$ cat src/rtl/core/vnft_pkg.sv
package vnft_pkg;

    localparam int COORD_W = 24;
    localparam int EDGE_W = 25;
    localparam int PROD_W = 50;
    localparam int CROSS_W = 51;
    localparam int SUM_W = 24;
    localparam int OUT_W = 16;
    localparam int TAG_W = 24;
    localparam int ACC_W = 64;
    localparam int LEN_W = 32;
    localparam int DIV_W = 48;
    localparam int IDX_W = 5;
    localparam int LIMIT_W = 41;
    localparam int UNIT_ONE = 16384;

    // Commands from the controller to the datapath.
    typedef struct packed {
        logic load_in;
        logic mul;
        logic tiny;
        logic load_face;
        logic load_sum;
        logic load_zero;
        logic norm;
        logic square;
        logic root_init;
        logic root;
        logic div_init;
        logic div;
        logic div_wr;
        logic acc_face;
        logic load_out;
        logic [IDX_W-1:0] idx;
        logic [1:0] comp;
    } cmd_t;

    // Status from the datapath to the controller.
    typedef struct packed {
        logic tiny;
        logic norm_done;
        logic sum_zero;
    } status_t;

    // Squared-length threshold at or below which a face counts as degenerate.
    function automatic logic [LIMIT_W-1:0] tiny_limit(input int fb);
        logic [LIMIT_W-1:0] lim;
        case (fb)
            10: lim = LIMIT_W'(1);
            11: lim = LIMIT_W'(17);
            12: lim = LIMIT_W'(281);
            13: lim = LIMIT_W'(4503);
            14: lim = LIMIT_W'(72057);
            15: lim = LIMIT_W'(1152921);
            16: lim = LIMIT_W'(18446744);
            17: lim = LIMIT_W'(295147905);
            18: lim = LIMIT_W'(64'd4722366482);
            19: lim = LIMIT_W'(64'd75557863725);
            20: lim = LIMIT_W'(64'd1208925819614);
            default: lim = (fb > 20) ? LIMIT_W'(64'd1208925819614) : '0;
        endcase
        return lim;
    endfunction

    function automatic logic [CROSS_W-1:0] mag(input logic signed [CROSS_W-1:0] v);
        return v[CROSS_W-1] ? CROSS_W'(-v) : CROSS_W'(v);
    endfunction

endpackage

$ cat src/rtl/core/vnft_ctrl.sv
module vnft_ctrl (
    input  logic               aclk,
    input  logic               aresetn,
    input  logic               s_valid,
    output logic               s_ready,
    input  logic               s_last_triangle,
    input  logic               s_no_triangle,
    output logic               m_valid,
    input  logic               m_ready,
    input  vnft_pkg::status_t  status,
    output vnft_pkg::cmd_t     cmd
);

    typedef enum logic [3:0] {
        S_IDLE, S_MUL, S_TINY, S_TDEC, S_NORM, S_SQ, S_RINIT, S_ROOT,
        S_DINIT, S_DIV, S_DWR, S_ACC, S_END, S_OUT
    } state_t;

    state_t state_reg;
    logic [vnft_pkg::IDX_W-1:0] idx_reg;
    logic [1:0] comp_reg;
    logic end_reg;
    logic face_reg;
    logic m_valid_reg;

    assign s_ready = (state_reg == S_IDLE);
    assign m_valid = m_valid_reg;

    always_comb begin
        cmd = '0;
        cmd.idx = idx_reg;
        cmd.comp = comp_reg;
        case (state_reg)
            S_IDLE:  cmd.load_in = s_valid;
            S_MUL:   cmd.mul = 1'b1;
            S_TINY:  cmd.tiny = 1'b1;
            S_TDEC:  cmd.load_face = !status.tiny;
            S_NORM:  cmd.norm = !status.norm_done;
            S_SQ:    cmd.square = 1'b1;
            S_RINIT: cmd.root_init = 1'b1;
            S_ROOT:  cmd.root = 1'b1;
            S_DINIT: cmd.div_init = 1'b1;
            S_DIV:   cmd.div = 1'b1;
            S_DWR:   cmd.div_wr = 1'b1;
            S_ACC:   cmd.acc_face = 1'b1;
            S_END: begin
                cmd.load_zero = status.sum_zero;
                cmd.load_sum = !status.sum_zero;
            end
            S_OUT:   cmd.load_out = !m_valid_reg || m_ready;
            default: cmd = '0;
        endcase
    end

    always_ff @(posedge aclk) begin
        if (!aresetn) begin
            state_reg <= S_IDLE;
            idx_reg <= '0;
            comp_reg <= '0;
            end_reg <= 1'b0;
            face_reg <= 1'b0;
            m_valid_reg <= 1'b0;
        end else begin
            if (cmd.load_out) begin
                m_valid_reg <= 1'b1;
            end else if (m_ready) begin
                m_valid_reg <= 1'b0;
            end
            case (state_reg)
                S_IDLE: begin
                    if (s_valid) begin
                        end_reg <= s_last_triangle || s_no_triangle;
                        idx_reg <= '0;
                        state_reg <= s_no_triangle ? S_END : S_MUL;
                    end
                end
                S_MUL: begin
                    if (idx_reg == vnft_pkg::IDX_W'(5)) begin
                        idx_reg <= '0;
                        state_reg <= S_TINY;
                    end else begin
                        idx_reg <= idx_reg + 1'b1;
                    end
                end
                S_TINY: begin
                    if (idx_reg == vnft_pkg::IDX_W'(2)) begin
                        state_reg <= S_TDEC;
                    end else begin
                        idx_reg <= idx_reg + 1'b1;
                    end
                end
                S_TDEC: begin
                    if (status.tiny) begin
                        state_reg <= end_reg ? S_END : S_IDLE;
                    end else begin
                        face_reg <= 1'b1;
                        state_reg <= S_NORM;
                    end
                end
                S_NORM: begin
                    if (status.norm_done) begin
                        idx_reg <= '0;
                        state_reg <= S_SQ;
                    end
                end
                S_SQ: begin
                    if (idx_reg == vnft_pkg::IDX_W'(2)) begin
                        state_reg <= S_RINIT;
                    end else begin
                        idx_reg <= idx_reg + 1'b1;
                    end
                end
                S_RINIT: begin
                    idx_reg <= '0;
                    state_reg <= S_ROOT;
                end
                S_ROOT: begin
                    if (idx_reg == vnft_pkg::IDX_W'(31)) begin
                        comp_reg <= '0;
                        state_reg <= S_DINIT;
                    end else begin
                        idx_reg <= idx_reg + 1'b1;
                    end
                end
                S_DINIT: begin
                    idx_reg <= vnft_pkg::IDX_W'(16);
                    state_reg <= S_DIV;
                end
                S_DIV: begin
                    if (idx_reg == '0) begin
                        state_reg <= S_DWR;
                    end else begin
                        idx_reg <= idx_reg - 1'b1;
                    end
                end
                S_DWR: begin
                    if (comp_reg == 2'd2) begin
                        state_reg <= face_reg ? S_ACC : S_OUT;
                    end else begin
                        comp_reg <= comp_reg + 1'b1;
                        state_reg <= S_DINIT;
                    end
                end
                S_ACC: begin
                    state_reg <= end_reg ? S_END : S_IDLE;
                end
                S_END: begin
                    face_reg <= 1'b0;
                    state_reg <= status.sum_zero ? S_OUT : S_NORM;
                end
                S_OUT: begin
                    if (!m_valid_reg || m_ready) begin
                        state_reg <= S_IDLE;
                    end
                end
                default: state_reg <= S_IDLE;
            endcase
        end
    end

endmodule

$ cat config.mk
export PLATFORM = sky130hd
export DESIGN_NAME = vnft_ctrl
export DESIGN_NICKNAME = d
export VERILOG_FILES = /design/src/rtl/core/vnft_pkg.sv /design/src/rtl/core/vnft_ctrl.sv
export SDC_FILE = /design/constraint.sdc
export NUM_CORES = 1
export LEC_CHECK = 0
export ABC_AREA = 0
export BUFFER_PORTS_ARGS = -buffer_cell sky130_fd_sc_hd__buf_4
export CORE_ASPECT_RATIO = 1.4
export CORE_MARGIN = 2
export CORE_UTILIZATION = 48
export DETAILED_ROUTE_END_ITERATION = 8
export GPL_ROUTABILITY_DRIVEN = 0
export PLACE_DENSITY = 0.76
export SLEW_MARGIN = 25
export SYNTH_ARGS = -nofsm -noshare
export SYNTH_HDL_FRONTEND = slang
export SYNTH_SLANG_ARGS = --single-unit
$ cat constraint.sdc
create_clock -name aclk -period 1.8 [get_ports aclk]
set_input_delay 0.36 -clock aclk [delete_from_list [all_inputs] [get_ports aclk]]
set_output_delay 0.36 -clock aclk [all_outputs]
set_load 0.02 [all_outputs]
* After elaboration in Yosys (flattened, before gate mapping)
Cells that the tools add are included.
Cells by class: multiplexer cells 44, order comparisons 0, reductions and logical operators 19, $mul 0, equality and inequality tests 30, $add $sub $neg 3, bitwise logic cells 0, shift-type cells 0, divide/modulo/power cells 0
Operators by type and width (number):
- 4-bit case mux with 14 select lines | 1
- 4-bit two-way mux | 12
- 5-bit case mux with 8 select lines | 1
- 5-bit two-way mux | 6
- 2-bit inequality test, second input constant | 13
- 4-bit equality test, second input constant | 6
- 4-bit by 3-bit equality test with 1-bit output, second input constant | 4
- 1-bit two-way mux | 16
- 14-bit OR reduction | 1
- 4-bit by 2-bit equality test with 1-bit output, second input constant | 2
- 8-bit AND reduction | 1
- 8-bit nonzero test | 1
- 7-bit two-way mux | 1
- 2-bit two-way mux | 3
- 3-bit two-way mux | 2
- 6-bit AND reduction | 1
- 2-bit nonzero test | 3
- 5-bit by 1-bit adder with 5-bit output, second input constant | 1
- 5-bit by 2-bit equality test with 1-bit output, second input constant | 1
- 5-bit by 3-bit equality test with 1-bit output, second input constant | 1
- 5-bit equality test, second input constant | 1
- 5-bit logical NOT | 1
- 5-bit by 1-bit subtractor with 5-bit output, second input constant | 1
- 4-bit by 1-bit equality test with 1-bit output, second input constant | 1
- 10 further kinds | 15
Word-level totals: bits in registers 14, memory bits (read-only) 0, word-level logic and storage cells 102, bits in latches 0, memories 0, memory bits (writable) 0

* Logic depth before layout (Yosys ltp)
depth in word-level cells 4, gate-level depth with buffers 8, depth with buffers taken out 8

* Worst setup path before layout
OpenSTA, ideal clock, no wires.
kind flip-flop to flip-flop, start reg idx_reg[0] (netlist bit), end reg idx_reg[2] (netlist bit), library setup time 117 ps, setup slack -148 ps, stages on the path, launching flop included 8, arrival 1831 ps, clock period less this slack 1948 ps, path through dfxtp_1 ha_1 and3_1 ha_1 nand2b_1 a221oi_2 o2111ai_2 a32o_1
On the way: word-level cells in the longest chain between the ends 3, elaborated cells on any way between the ends 15, classes of those cells add/sub (2); eq/ne (6); mux (5); reduce/logical (2)
Ends and longest elaborated chain:
- start: declaration | RTL line vnft_ctrl.sv:20 | logic [vnft_pkg::IDX_W-1:0] idx_reg;
- start signal: assignment | RTL line vnft_ctrl.sv:82 | idx_reg <= idx_reg + 1'b1;
- start signal: assignment | RTL line vnft_ctrl.sv:89 | idx_reg <= idx_reg + 1'b1;
- start signal: assignment | RTL line vnft_ctrl.sv:110 | idx_reg <= idx_reg + 1'b1;
- 5-bit by 1-bit subtractor with 5-bit output (tied with other cells) | RTL line vnft_ctrl.sv:133 | idx_reg <= idx_reg - 1'b1;
- 5-bit two-way mux (tied with other cells) | RTL line vnft_ctrl.sv:130 | if (idx_reg == '0) begin
- 5-bit case mux with 8 select lines / 6-bit AND reduction (equally long branches)
Parallel ways exist; a longest one is shown, timed or not. The select of a mux whose other input is x is not followed. A chain may end at the register's enable or synchronous reset.

* Worst setup path in the final report
start reg state_reg[2], end reg idx_reg[3] (netlist bit)
On the way: word-level cells in the longest chain between the ends 4, elaborated cells on any way between the ends 18, classes of those cells eq/ne (13); mux (1); reduce/logical (4)
Ends and longest elaborated chain:
- start: declaration | RTL line vnft_ctrl.sv:19 | state_t state_reg;
- start signal: assignment | RTL line vnft_ctrl.sv:74 | state_reg <= s_no_triangle ? S_END : S_MUL;
- start signal: assignment | RTL line vnft_ctrl.sv:94 | state_reg <= end_reg ? S_END : S_IDLE;
- start signal: assignment | RTL line vnft_ctrl.sv:138 | state_reg <= face_reg ? S_ACC : S_OUT;
- 4-bit by 3-bit equality test with 1-bit output / 4-bit by 2-bit equality test with 1-bit output (equally long branches) | RTL line vnft_ctrl.sv:69 | case (state_reg)
- 2-bit OR reduction (no line)
- 8-bit nonzero test (no line) / 2-bit inequality test (equally long branches)
- 6-bit AND reduction (no line)
Parallel ways exist; a longest one is shown, timed or not.

==> out/summary.json <==
{
  "post_synth_num_cell_types": 57,
  "ctsHoldBuffers": 0,
  "rsz0062_at_grt": "yes",
  "tot_gr_track_use_pct": 28.8,
  "global_route.overflow_total": 0,
  "end_kind": "flip-flop",
  "fin_nets": 253,
  "synth.top_cell.area_share_pct": 21.1,
  "layout_setup_ws_ns": -0.0716,
  "pwr_dens_nw_per_um2": 1330,
  "clk_pin_slew_ns": 0.10,
  "timing_worst_slew_pin_value_ns": 0.344,
  "share_clk_of_total_power_pct": 8.3,
  "tritoncts.num_buffers": 3,
  "drv.max_cap_violation_count": 0,
  "drt-initial-drc-count": 97,
  "vias_per_cell": 6.13,
  "report.final.setup_viol": 13,
  "antenna_cells": 0,
  "number_of_detailed_routing_iterations_run_before_antenna_repair": 4,
  "dp_hpwl_um": 3140,
  "critical_path.reg2reg.startpoint": "state_reg[2]$_SDFFE_PN0P_",
  "post_route_cells_drive_above_1_share_pct": 52.5,
  "tritoncts": "yes",
  "synth_most_common_cell": "sky130_fd_sc_hd__nand2_1",
  "holdCritPathClass": "in -> reg",
  "outcome": "finished, violations left",
  "finalCriticalPeriod_ns": 1.87,
  "synth.ff_latch_count": 14,
  "remaining_number_of_nets_flagged_by_the_antenna_check_after_routing": 0,
  "cp_max_fo": 9,
  "clock.fmax_mhz": 534,
  "seq_area_frac_synth_pct": 21.1,
  "grt_start_max_net_pins": 19,
  "worst-path-buf-inv": 3,
  "clockBufferDepth": 2,
  "critical_path.startpoint_type": "flip-flop",
  "drt_wl_total_um": 5150,
  "comb_power_share_pct": 75.2,
  "power_frac_seq_pct": 16.4,
  "worst_hold_startpoint": "s_last_triangle",
  "switching_share_pct": 46.9,
  "totalNegativeSetupSlack_ns": -0.490,
  "fin_crit_sh_pct": 104,
  "wire_length_of_the_first_global_routing_pass_um": 7180,
  "largest_register_ff_count": 5,
  "syn-cell-area_sq_um": 1330,
  "io_pins": 33,
  "hold_violations": 0,
  "timing.setup.critical_path_class": "reg -> reg",
  "reg2reg_slack_ns": -0.07,
  "power.ir.vdd_worst_v": 0.000961,
  "post_synthesis_instance_total": 173,
  "numPortBuffers": 32,
  "crit_path_top_delay_cell": "sky130_fd_sc_hd__dfxtp_2",
  "avgSynthCellArea_sq_um": 7.70,
  "floorplan.rows": 22,
  "antenna_found_initial": 0,
  "postSynth.topFlopCell": "sky130_fd_sc_hd__dfxtp_1",
  "drv_slew": 0,
  "failed_checks": "negative setup slack",
  "place_worst_setup_slack_ns": -0.121,
  "post-route-drc-count": 0,
  "num_vias": 1668,
  "worstPathCellList": "buf_6, buf_8, nand2b_4, buf_4, nor2_1, o31a_1, nor2b_2, a32o_1",
  "number_of_cell_instances_on_the_worst_register_to_register_path": 8,
  "r2r_end": "idx_reg[3]$_SDFFE_PN0P_",
  "worst_hold_path.endpoint": "end_reg$_SDFFE_PN0P_",
  "leakage_nw": 0.929,
  "slew-limit-headroom_pct": 76.7,
  "finalNonFillerCells": 272,
  "gr-usage-met1_pct": 28.9,
  "die_area_sq_um": 3220,
  "clock_tree.htree_level_count": 1,
  "p_int_mw": 1.55,
  "netlist_top_cells_area": "sky130_fd_sc_hd__dfxtp_1 (21%), sky130_fd_sc_hd__ha_1 (6.6%), sky130_fd_sc_hd__nand2_1 (5.1%)",
  "grtUsageMet3_pct": 3.85,
  "syn-num-nets": 189,
  "count_of_flip_flops_with_a_built_in_enable_after_synthesis": 0,
  "die_h_um": 66.3,
  "synth.yosys.warnings": 0,
  "gr-max-usage-layer": "met2",
  "yosys-top-cells-count": "sky130_fd_sc_hd__nand2_1 (18), sky130_fd_sc_hd__dfxtp_1 (14), sky130_fd_sc_hd__nor2_1 (10), sky130_fd_sc_hd__clkbuf_1 (8), sky130_fd_sc_hd__nand3_1 (8)",
  "postSynth.asyncResetShare_pct": 0,
  "flow.area_growth_from_synthesis_pct": 64.8,
  "floorplan.initialDensity_pct": 50.4,
  "hold_path_depth": 4,
  "grt.met2_usage_pct": 57.5,
  "worst-endpoint-required_ns": 1.99,
  "clkLatencyLatePin_ns": 0.29,
  "place.detailed.instances": 253,
  "path_delay_family": "compound AO/OA/AOI/OAI gates",
  "core_area_sq_um": 2640,
  "p_switching_mw": 1.37,
  "clk_tree_root_cell": "sky130_fd_sc_hd__clkbuf_4",
  "final_design_area_excluding_fillers_sq_um": 2190,
  "routedWlPerCell_um": 18.9,
  "place_area_sq_um": 1780,
  "yosys.area.top_type": "sky130_fd_sc_hd__dfxtp_1",
  "finalClockSkew_ns": 0.00686,
  "worst-endpoint-arrival_ns": 2.06,
  "die_w_um": 48.5,
  "grt_pass1_vias": 1529,
  "cpPeakStageDelay_ns": 0.37,
  "cts.sink_count": 14
}
==> worst min-delay path, delay by kind of cell <==
family / cells / cell delay (ns)
buf+inv: 1 / 0.08
simple gates: 2 / 0.08
compound gates: 1 / 0.13
==> worst max-delay path by stage <==
stage	slack, ns	start	cells after the start	end
finish	-0.07	state_reg[2]$_SDFFE_PN0P_	8	idx_reg[3]$_SDFFE_PN0P_
detailed placement	-0.12	idx_reg[1]$_SDFFE_PN0P_	8	idx_reg[1]$_SDFFE_PN0P_
global route	-0.11	state_reg[0]$_SDFFE_PN0P_	5	cmd[21]
CTS	-0.11	idx_reg[1]$_SDFFE_PN0P_	7	idx_reg[0]$_SDFFE_PN0P_
floorplan	-0.05	state_reg[3]$_SDFFE_PN0P_	4	cmd[16]
global placement	-0.02	idx_reg[1]$_SDFFE_PN0P_	7	idx_reg[3]$_SDFFE_PN0P_
==> logic make-up (layout without fill, tap and decap cells) <==
group | Yosys count | after routing | share of synthesized area (%)
AO/OA/AOI/OAI | 38 | 38 | 21.8
XOR/XNOR | 5 | 5 | 3.29
adder cells (fa/ha/maj) | 7 | 7 | 6.58
buffers and inverters | 20 | 83 | 6.39
flip-flops | 14 | 14 | 21.1
multiplexers | 3 | 3 | 2.35
AND/OR/NAND/NOR | 86 | 86 | 38.5
==> power groups by stage <==
stage / clock (mW) / combinational, mW / sequential, mW
2_1_floorplan: 0 / 1.03 / 0.425
6_report: 0.243 / 2.19 / 0.478
5_1_grt: 0.258 / 2.31 / 0.482
3_3_place_gp: 0 / 1.55 / 0.457
4_1_cts: 0.243 / 1.81 / 0.462
3_5_place_dp: 0 / 1.58 / 0.463
==> per-stage QoR <==
stage	power, mW	util [%]	hold slack (ns)
2_1_floorplan	1.45	-	0.443
5_1_grt	3.05	83.0	0.402
3_5_place_dp	2.04	67.5	0.471
6_report	2.91	83.0	0.389
3_3_place_gp	2.01	67.5	0.451
4_1_cts	2.52	74.6	0.383
==> repair_timing <==
| action | in CTS | in global routing |
|---|---|---|
| buffers inserted | 7 | 8 |
| resized for setup | 23 | 38 |
| pin swaps | 10 | 13 |
| endpoints found under the setup margin | 28 | 24 |
==> layout make-up <==
cell class,count,area [sq um]
Multi-Input combinational cell,139,1190
Sequential cell,14,293
Clock buffer,4,36.3
Tap cell,36,45.0
Inverter,6,22.5
Timing Repair Buffer,73,606
Fill cell,156,449
==> per-layer routing <==
metal	share of wire [%]	wire, um
met2	54	2770
met4	4.3	221
met5	0	0
met1	36	1860
met3	5.6	290
==> placed cells by master, fill, tap and decap left out, types with 4 or more instances in the layout <==
cell	netlist	routed
sky130_fd_sc_hd__a21oi_1	6	4
sky130_fd_sc_hd__and2_1	6	5
sky130_fd_sc_hd__buf_4	1	61
sky130_fd_sc_hd__buf_6	0	10
sky130_fd_sc_hd__dfxtp_1	14	8
sky130_fd_sc_hd__dfxtp_2	0	4
sky130_fd_sc_hd__ha_1	7	5
sky130_fd_sc_hd__inv_1	6	5
sky130_fd_sc_hd__nand2_1	18	17
sky130_fd_sc_hd__nand2b_4	1	4
sky130_fd_sc_hd__nand3_1	8	8
sky130_fd_sc_hd__nor2_1	10	7
sky130_fd_sc_hd__nor3_1	7	4
sky130_fd_sc_hd__xnor2_1	4	4
No activity file was read; power rests on OpenSTA's default activity.
